[config.mk]
export PLATFORM = sky130hd
export DESIGN_NAME = keypad_code_lock
export DESIGN_NICKNAME = d
export VERILOG_FILES = /design/src/rtl/core/kcl_pkg.sv /design/src/rtl/core/kcl_core.sv /design/src/rtl/core/keypad_code_lock.sv
export VERILOG_INCLUDE_DIRS = /design/src /design/src/rtl/core
export SDC_FILE = /design/constraint.sdc
export NUM_CORES = 1
export LEC_CHECK = 0
export BUFFER_PORTS_ARGS = -buffer_cell sky130_fd_sc_hd__buf_2
export CAP_MARGIN = 0
export CORE_ASPECT_RATIO = 1.5
export CORE_UTILIZATION = 35
export CTS_CLUSTER_SIZE = 28
export DETAILED_ROUTE_END_ITERATION = 8
export GPL_TIMING_DRIVEN = 1
export PLACE_DENSITY = 0.57
export RECOVER_POWER = 100
export SETUP_SLACK_MARGIN = 0.3
export SLEW_MARGIN = 15
export SYNTH_ARGS = -nofsm -noshare
export SYNTH_HDL_FRONTEND = slang
export SYNTH_SLANG_ARGS = --single-unit
[constraint.sdc]
create_clock -name clock -period 7.9 [get_ports clock]
set_input_delay 1.58 -clock clock [delete_from_list [all_inputs] [get_ports clock]]
set_output_delay 1.58 -clock clock [all_outputs]
set_load 0.005 [all_outputs]
[src/rtl/core/keypad_code_lock_assert.svh]
// Assertion helpers for the keypad code lock.
// Both expect signals named clock and reset in the module that uses them.
`ifndef KEYPAD_CODE_LOCK_ASSERT_SVH
`define KEYPAD_CODE_LOCK_ASSERT_SVH

// Same-cycle implication.
`define KCL_CHECK_NOW(lbl, ante, cons, msg) \
   lbl: assert property (@(posedge clock) disable iff (reset) (ante) |-> (cons)) \
      else $error(msg);

// Next-cycle implication.
`define KCL_CHECK_NEXT(lbl, ante, cons, msg) \
   lbl: assert property (@(posedge clock) disable iff (reset) (ante) |=> (cons)) \
      else $error(msg);

`endif

[src/rtl/core/kcl_pkg.sv]
package kcl_pkg;

   typedef enum logic [1:0] {
      MODE_LOCKED   = 2'd0,
      MODE_UNLOCKED = 2'd1,
      MODE_CHANGE   = 2'd2,
      MODE_ALARM    = 2'd3
   } mode_type;

   typedef enum logic [2:0] {
      ST_OK      = 3'd0,
      ST_MAX     = 3'd1,
      ST_GRANTED = 3'd2,
      ST_WRONG   = 3'd3,
      ST_SHORT   = 3'd4,
      ST_CHANGED = 3'd5,
      ST_IGNORED = 3'd6
   } status_type;

   typedef enum logic [2:0] {
      KEY_DIGIT  = 3'd0,
      KEY_DELETE = 3'd1,
      KEY_CLEAR  = 3'd2,
      KEY_SUBMIT = 3'd3,
      KEY_CHANGE = 3'd4,
      KEY_DOOR   = 3'd5,
      KEY_LIGHT  = 3'd6
   } kind_type;

   // one key event
   typedef struct packed {
      logic [2:0] kind;
      logic [3:0] digit;
   } item_type;

   // one result word
   typedef struct packed {
      mode_type   mode;
      status_type status;
      logic [2:0] digits_entered;
      logic [2:0] wrong_attempts;
      logic       door_open;
      logic       light_on;
   } result_type;

   localparam int          INIT_W     = 17;
   localparam int          INIT_COUNT = 5;
   localparam logic [16:0] INIT_CODES [INIT_COUNT] = '{
      17'd12345, 17'd55555, 17'd77777, 17'd98765, 17'd11111
   };

   localparam logic [2:0]  MISS_MAX      = 3'd7;
   localparam logic [2:0]  LIMIT_RESET   = 3'd3;
   localparam logic [3:0]  DIGIT_MIN     = 4'd1;
   localparam logic [3:0]  DIGIT_MAX     = 4'd9;

   // x / 10 == (x * 0xCCCCCCCD) >> 35 for every 32-bit x
   localparam logic [31:0] DIV10_MUL   = 32'hCCCCCCCD;
   localparam int          DIV10_SHIFT = 35;

endpackage

[src/rtl/core/kcl_core.sv]
module kcl_core #(
   parameter int CODE_DIGITS = 5,
   parameter int NUM_CODES   = 5
) (
   input  logic                clock,
   input  logic                reset,
   input  logic                step,
   input  kcl_pkg::item_type   item,
   input  logic [2:0]          attempt_limit,
   output kcl_pkg::result_type result
);
   import kcl_pkg::*;

   localparam int ENTRY_W = $clog2(10 ** CODE_DIGITS);
   localparam int TABLE_W = (ENTRY_W > INIT_W) ? ENTRY_W : INIT_W;
   localparam int DCNT_W  = $clog2(CODE_DIGITS + 1);
   localparam int SLOT_W  = (NUM_CODES > 1) ? $clog2(NUM_CODES) : 1;

   mode_type             mode_ff,  mode_in;
   logic [ENTRY_W-1:0]   value_ff, value_in;
   logic [DCNT_W-1:0]    digits_ff, digits_in;
   logic [2:0]           miss_ff,  miss_in;
   logic [TABLE_W-1:0]   table_ff [NUM_CODES];
   logic                 table_we;
   logic [SLOT_W-1:0]    slot_ff,  slot_in;
   logic                 door_ff,  door_in;
   logic                 light_ff, light_in;
   status_type           status;

   logic [NUM_CODES-1:0] hit_vec;
   logic [SLOT_W-1:0]    hit_slot;
   logic [63:0]          div_prod;
   logic [ENTRY_W-1:0]   value_div10;
   logic [ENTRY_W-1:0]   value_push;
   logic [2:0]           miss_inc;
   logic                 full;

   // parallel comparators, lowest slot wins
   always_comb begin
      hit_slot = '0;
      for (int i = 0; i < NUM_CODES; i++) begin
         hit_vec[i] = (value_ff != '0) && (TABLE_W'(value_ff) == table_ff[i]);
      end
      for (int i = NUM_CODES - 1; i >= 0; i--) begin
         if (hit_vec[i]) begin
            hit_slot = SLOT_W'(i);
         end
      end
   end

   assign div_prod    = 64'(value_ff) * 64'(DIV10_MUL);
   assign value_div10 = ENTRY_W'(div_prod >> DIV10_SHIFT);
   assign value_push  = ENTRY_W'({value_ff, 3'b000}) + ENTRY_W'({value_ff, 1'b0})
                        + ENTRY_W'(item.digit);
   assign miss_inc    = (miss_ff < MISS_MAX) ? (miss_ff + 3'd1) : miss_ff;
   assign full        = (digits_ff >= DCNT_W'(CODE_DIGITS));

   always_comb begin
      mode_in   = mode_ff;
      value_in  = value_ff;
      digits_in = digits_ff;
      miss_in   = miss_ff;
      slot_in   = slot_ff;
      door_in   = door_ff;
      light_in  = light_ff;
      table_we  = 1'b0;
      status    = ST_IGNORED;

      if ((mode_ff == MODE_LOCKED || mode_ff == MODE_CHANGE) && item.kind <= KEY_SUBMIT) begin
         case (item.kind)
            KEY_DIGIT: begin
               if (item.digit >= DIGIT_MIN && item.digit <= DIGIT_MAX) begin
                  if (full) begin
                     status = ST_MAX;
                  end else begin
                     value_in  = value_push;
                     digits_in = digits_ff + DCNT_W'(1);
                     status    = ST_OK;
                  end
               end
            end
            KEY_DELETE: begin
               if (digits_ff != '0) begin
                  value_in  = value_div10;
                  digits_in = digits_ff - DCNT_W'(1);
               end
               status = ST_OK;
            end
            KEY_CLEAR: begin
               value_in  = '0;
               digits_in = '0;
               status    = ST_OK;
            end
            default: begin
               if (mode_ff == MODE_LOCKED) begin
                  value_in  = '0;
                  digits_in = '0;
                  if (hit_vec != '0) begin
                     miss_in  = '0;
                     light_in = 1'b0;
                     slot_in  = hit_slot;
                     mode_in  = MODE_UNLOCKED;
                     status   = ST_GRANTED;
                  end else begin
                     miss_in  = miss_inc;
                     light_in = 1'b1;
                     if (miss_inc >= attempt_limit) begin
                        mode_in = MODE_ALARM;
                     end
                     status = ST_WRONG;
                  end
               end else if (!full) begin
                  status = ST_SHORT;
               end else begin
                  table_we  = 1'b1;
                  value_in  = '0;
                  digits_in = '0;
                  mode_in   = MODE_UNLOCKED;
                  status    = ST_CHANGED;
               end
            end
         endcase
      end else if (mode_ff == MODE_UNLOCKED) begin
         case (item.kind)
            KEY_CHANGE: begin
               value_in  = '0;
               digits_in = '0;
               mode_in   = MODE_CHANGE;
               status    = ST_OK;
            end
            KEY_DOOR: begin
               door_in = ~door_ff;
               status  = ST_OK;
            end
            KEY_LIGHT: begin
               light_in = ~light_ff;
               status   = ST_OK;
            end
            default: begin
               status = ST_IGNORED;
            end
         endcase
      end
   end

   always_ff @(posedge clock) begin
      if (reset) begin
         mode_ff   <= MODE_LOCKED;
         value_ff  <= '0;
         digits_ff <= '0;
         miss_ff   <= '0;
         slot_ff   <= '0;
         door_ff   <= 1'b0;
         light_ff  <= 1'b1;
         for (int i = 0; i < NUM_CODES; i++) begin
            table_ff[i] <= TABLE_W'(INIT_CODES[i % INIT_COUNT]);
         end
      end else if (step) begin
         mode_ff   <= mode_in;
         value_ff  <= value_in;
         digits_ff <= digits_in;
         miss_ff   <= miss_in;
         slot_ff   <= slot_in;
         door_ff   <= door_in;
         light_ff  <= light_in;
         for (int i = 0; i < NUM_CODES; i++) begin
            if (table_we && slot_ff == SLOT_W'(i)) begin
               table_ff[i] <= TABLE_W'(value_ff);
            end
         end
      end
   end

   assign result.mode           = mode_in;
   assign result.status         = status;
   assign result.digits_entered = 3'(digits_in);
   assign result.wrong_attempts = miss_in;
   assign result.door_open      = door_in;
   assign result.light_on       = light_in;

endmodule

[src/rtl/core/keypad_code_lock.sv]
// channel  | dir | handshake              | payload
// ---------+-----+------------------------+------------------------------------------
// req      | in  | req_tvalid/req_tready  | tuser: kind; tdata: digit, zero pad
// rsp      | out | rsp_tvalid/rsp_tready  | tdata: mode,status,digits,wrong,door,light
// csr      | in  | csr_valid/csr_ready    | csr_data: attempt_limit
//
// Each key word passes from acceptance through the input register, then through the step
// logic (code compare, x10 / div10) into the result register.
// A new word is accepted every cycle as long as the result register drains.
// Reset is synchronous, active high: locked, empty entry, light on, default codes.
// A stalled result holds the input register; req_tready drops only when both are full.
module keypad_code_lock #(
   parameter int CODE_DIGITS = 5,
   parameter int NUM_CODES   = 5
) (
   input  logic        clock,
   input  logic        reset,
   // key words
   input  logic        req_tvalid,
   output logic        req_tready,
   input  logic [7:0]  req_tdata,   // [3:0] digit, [7:4] zero
   input  logic [2:0]  req_tuser,   // [2:0] kind
   // result words
   output logic        rsp_tvalid,
   input  logic        rsp_tready,
   output logic [15:0] rsp_tdata,   // [1:0] mode, [4:2] status, [7:5] digits_entered,
                                    // [10:8] wrong_attempts, [11] door_open,
                                    // [12] light_on, [15:13] zero
   // attempt limit register
   input  logic        csr_valid,
   output logic        csr_ready,
   input  logic [2:0]  csr_data
);
   import kcl_pkg::*;

   logic       in_valid_ff, in_valid_in;
   item_type   in_item_ff;
   logic       rsp_valid_ff, rsp_valid_in;
   result_type rsp_data_ff;
   result_type step_result;
   logic [2:0] limit_ff;
   logic       advance;

   // the step fires when the input register holds a word and the result slot frees up
   assign advance      = !rsp_valid_ff || rsp_tready;
   assign req_tready   = !in_valid_ff || advance;
   assign in_valid_in  = (req_tvalid && req_tready) || (in_valid_ff && !advance);
   assign rsp_valid_in = (in_valid_ff && advance) || (rsp_valid_ff && !rsp_tready);
   assign csr_ready    = 1'b1;

   always_ff @(posedge clock) begin
      if (reset) begin
         in_valid_ff  <= 1'b0;
         rsp_valid_ff <= 1'b0;
         limit_ff     <= LIMIT_RESET;
      end else begin
         in_valid_ff  <= in_valid_in;
         rsp_valid_ff <= rsp_valid_in;
         if (csr_valid) begin
            limit_ff <= csr_data;
         end
      end
   end

   // payload registers
   always_ff @(posedge clock) begin
      if (req_tvalid && req_tready) begin
         in_item_ff.kind  <= req_tuser;
         in_item_ff.digit <= req_tdata[3:0];
      end
      if (in_valid_ff && advance) begin
         rsp_data_ff <= step_result;
      end
   end

   kcl_core #(
      .CODE_DIGITS (CODE_DIGITS),
      .NUM_CODES   (NUM_CODES)
   ) u_core (
      .clock         (clock),
      .reset         (reset),
      .step          (in_valid_ff && advance),
      .item          (in_item_ff),
      .attempt_limit (limit_ff),
      .result        (step_result)
   );

   assign rsp_tvalid = rsp_valid_ff;
   assign rsp_tdata  = {3'b000,
                        rsp_data_ff.light_on,
                        rsp_data_ff.door_open,
                        rsp_data_ff.wrong_attempts,
                        rsp_data_ff.digits_entered,
                        rsp_data_ff.status,
                        rsp_data_ff.mode};

`include "keypad_code_lock_assert.svh"

   // alarm never clears on its own
   `KCL_CHECK_NEXT(a_alarm_holds, rsp_valid_ff && rsp_tready && rsp_data_ff.mode == MODE_ALARM, !rsp_valid_ff || rsp_data_ff.mode == MODE_ALARM, "alarm left without reset")
   // a grant leaves the lock open, entry empty, misses cleared, light off
   `KCL_CHECK_NOW(a_grant_state, rsp_valid_ff && rsp_data_ff.status == ST_GRANTED, rsp_data_ff.mode == MODE_UNLOCKED && rsp_data_ff.wrong_attempts == 3'd0 && rsp_data_ff.digits_entered == 3'd0 && !rsp_data_ff.light_on, "bad state after grant")
   // a miss empties the entry and turns the light on
   `KCL_CHECK_NOW(a_wrong_state, rsp_valid_ff && rsp_data_ff.status == ST_WRONG, rsp_data_ff.digits_entered == 3'd0 && rsp_data_ff.light_on && rsp_data_ff.wrong_attempts != 3'd0, "bad state after miss")
   // a waiting key word is neither lost nor altered while the result stalls
   `KCL_CHECK_NEXT(a_in_hold, in_valid_ff && !advance, in_valid_ff && $stable(in_item_ff), "input word dropped during stall")

endmodule
==> impl_results.md <==
* Status: finished, violations left
* Failing checks: capacitance limit, slew limit
* Site Rows at 85
* Post-synthesis sequential element count at 140
* Vias at around 9400
* CTS Buf Count at 17
* Final setup viols at 0
* Clock sinks at 140
* CP endpoint kind: flip-flop
* Final core utilization at 39.2%
* Cell taking the most area after synthesis: edfxtp_1
* Final Hold Fails at 0
* Setup Skew at between 0.007 and 0.008 ns
* Routability cong. at 0.902
* Number of synthesized flops with an enable pin at 105
* Mapped Cells at approximately 1300
* WHS at about 0.48 ns
* Crit path max fanout at 8
* Initial antenna violation count at 0
* Fraction of registers with async set/reset at 0%
* CP peak stage delay at between 0.6 and 0.7 ns
* Post-route ant nets at 0
* DR iter-0 viols at approximately 600
* H-tree depth at 4
* Area grow syn2layout at 9.54%
* F_max at 148 MHz
* Rel. slew slack at -31.9%
* Post-synth top flop: edfxtp_1
* Syn Area/Cell at 10.0 um^2
* Setup crit start kind: flip-flop
* CP cell instances: inv_1 -> ha_1 -> ha_1 -> nor2_1 -> fa_1 -> fa_1 -> inv_1 -> fa_1 -> inv_1 -> fa_1 -> inv_1 -> ha_1 -> a21oi_1 -> a21oi_1 -> a21oi_1 -> nand3_1 -> a211o_1 -> a311oi_1 -> xnor2_1 -> a221oi_1 -> a211oi_1
* Pwr Density at roughly 120 nW/um^2
* Worst EP arrival at 7.00 ns
* Ys Warns at 0
* Fin crit period at between 6 and 7 ns
* Num ports at 38
* Vias per cell at slightly above 5
* Vias in the first global route at slightly below 10000
* Die area at between 30000 and 40000 um^2
* Yosys top cell area share at around a quarter
* Worst hold-check path type: reg2reg
* LEAKAGE at about 6.4 nW
* Post-detail-place hpwl at around 29000 um
* Largest net degree at the start of global routing at 37
* Seq/Total Area, Yosys at between 20% and 30%
* Layout cells sized above 1 at between 6 and 7%
* Slew Viols, Final at 37
* Worst-Skew Late Latency at 0.44 ns
* Die extent in x at between 150 and 200 um
* Peak supply drop at about 150 uV
* Max-cap violations at 1
* Slowest CP cell: dfxtp_1
* First-pass GRT wire length at approximately 56000 um
* Actual slew at the worst max-slew pin at slightly below 2 ns
* Wire length per cell at ~20 um
* Resized cells post-CTS at 0
* Synth cell types at between 70 and 80
* Die span in y at 238 um
* Final worst-path cycle share at a little under nine tenths
* Unrepaired setup endpoints after global routing: no
* Area of the core at around 36000 um^2
* CTS Hold Buffers Added at 0
* Crit path kind: reg2reg
* Synth top area cells: edfxtp_1, ha_1, fa_1
* Clock Tree Buf Depth at 2
* Reg clk slew, reported paths at 0.06 ns
* Total GRT Usage at 19.8%
* Worst EP required at ~8.1 ns
* # diodes at 0
* # fillers at ~3600
* Postcts setup bufs at 0
* Synth Cell Area at roughly 13000 um^2
* Root Buffer Master: clkbuf_16
* Fin Setup TNS at 0 ns
* First drt pass iteration count at 5
* Drt total wl at ~36000 um
* DRC at 0
* Initial Util at between 30 and 40%
* CTS tree: built
* NumNets Final at roughly 1600
* Global route total overflow at 0
* Port Buffers at 29
state kept, by name, indices dropped and copies added, names as in the netlist:
register          cells
u_core.door_ff        1
in_valid_ff           1
in_item_ff            7
u_core.value_ff      17
rsp_tdata            13
u_core.slot_ff        3
u_core.mode_ff        2
u_core.digits_ff      3
limit_ff              3
u_core.table_ff      85
rsp_tvalid            1
u_core.light_ff       1
u_core.miss_ff        3
synthesized netlist by cell type, drive strengths merged (4+ instances only):
| cell | number |
|---|---|
| o21ai | 35 |
| a21boi | 7 |
| nand2 | 78 |
| o31ai | 4 |
| clkbuf | 38 |
| and2 | 11 |
| nand4 | 23 |
| nor4 | 30 |
| o21a | 6 |
| dfxtp | 35 |
| ha | 173 |
| a21oi | 63 |
| a211oi | 7 |
| edfxtp | 105 |
| xnor2 | 69 |
| mux2i | 7 |
| and3 | 6 |
| inv | 192 |
| nand2b | 10 |
| o22ai | 11 |
| nand3 | 21 |
| o211ai | 6 |
| o21bai | 8 |
| nor3 | 17 |
| fa | 90 |
| nor2 | 61 |
| a31oi | 7 |
| a21o | 27 |
| a22oi | 14 |
| or3 | 7 |
| buf | 9 |
| xor2 | 46 |
| nor2b | 11 |
final timing paths:
| kind | from | end | slack (ns) | cells past startpoint |
|---|---|---|---|---|
| max | u_core.value_ff[12]$_SDFFE_PP0P_ | u_core.value_ff[13]$_SDFFE_PP0P_ | 1.14 | 21 |
| min | limit_ff[0]$_SDFFE_PP1P_ | limit_ff[0]$_SDFFE_PP1P_ | 0.48 | 2 |
| max reg2reg | u_core.value_ff[12]$_SDFFE_PP0P_ | u_core.value_ff[13]$_SDFFE_PP0P_ | 1.14 | 21 |
| min reg2reg | limit_ff[0]$_SDFFE_PP1P_ | limit_ff[0]$_SDFFE_PP1P_ | 0.48 | 2 |
per-stage QoR:
stage          setup slack, ns  instances  power, mW  area, um^2
6_report                  1.14       1816       1.71       14200
5_1_grt                  0.767       1816       1.75       14200
4_1_cts                   1.22       1816       1.71       14300
3_5_place_dp              1.26       1784      0.919       13700
3_3_place_gp              1.29       1784      0.917       13700
2_1_floorplan             1.87       1296      0.889       13000
layer usage:
layer  vias up  track usage [%]  routed length, um
met5         -                0                  0
met4         0             13.0               2400
met3        79             2.32                838
met2       185             37.3              19300
met1      4598             20.5              13300
li1       4551                -                  -
cell families after synthesis:
family	share of synthesized area, %
AOI/OAI and AO/OA	12.2
xor gates and xnor gates	7.78
adders and majority gates	30.6
buffers and inverters	7.16
DFF	29.8
muxes	0.628
other	0.0580
and+or+nand+nor	11.7
power by group:
group	total (mW)	internal, mW	switching (mW)
registers	0.817	0.806	0.0114
clock network	0.807	0.493	0.314
logic	0.0824	0.0271	0.0553
total	1.71	1.33	0.381
area by class of cell:
cell class	instances	area [um^2]	share of cell area (%)
tap	478	598	4.22
sequential	140	3850	27.2
clock inverter	12	146	1.03
inverter	192	721	5.08
clock buffer	20	437	3.08
multi-input combinational	917	8110	57.2
timing repair buffer	57	309	2.18
layout by cell type (no fill, tap or decap), types with 6 or more instances in the layout:
| master | instances |
|---|---|
| or3_1 | 7 |
| clkbuf_1 | 20 |
| and3_1 | 6 |
| a22oi_1 | 14 |
| nor2_1 | 61 |
| a21oi_1 | 63 |
| edfxtp_1 | 105 |
| o21ai_0 | 34 |
| a21o_1 | 27 |
| fa_1 | 90 |
| clkbuf_16 | 17 |
| xor2_1 | 46 |
| nor4_1 | 30 |
| xnor2_1 | 69 |
| nand2b_1 | 10 |
| a31oi_1 | 7 |
| dfxtp_1 | 35 |
| nor2b_1 | 11 |
| nand2_1 | 78 |
| o211ai_1 | 6 |
| buf_2 | 22 |
| a21boi_0 | 7 |
| ha_1 | 173 |
| inv_1 | 192 |
| o21bai_1 | 8 |
| and2_1 | 7 |
| buf_4 | 18 |
| nor3_1 | 17 |
| o22ai_1 | 11 |
| o21a_1 | 6 |
| nand3_1 | 21 |
| nand4_1 | 23 |
| mux2i_1 | 7 |
| a211oi_1 | 7 |
critical path, delay by kind of cell, from the launching register on:
family                     cells  cell delay, ns
adders and majority gates      7            3.12
AOI/OAI and AO/OA              7            1.88
DFF                            1            0.67
buffers and inverters          4            0.38
and+or+nand+nor                2            0.35
xor gates and xnor gates       1            0.16
No activity file was read; power rests on OpenSTA's default activity.
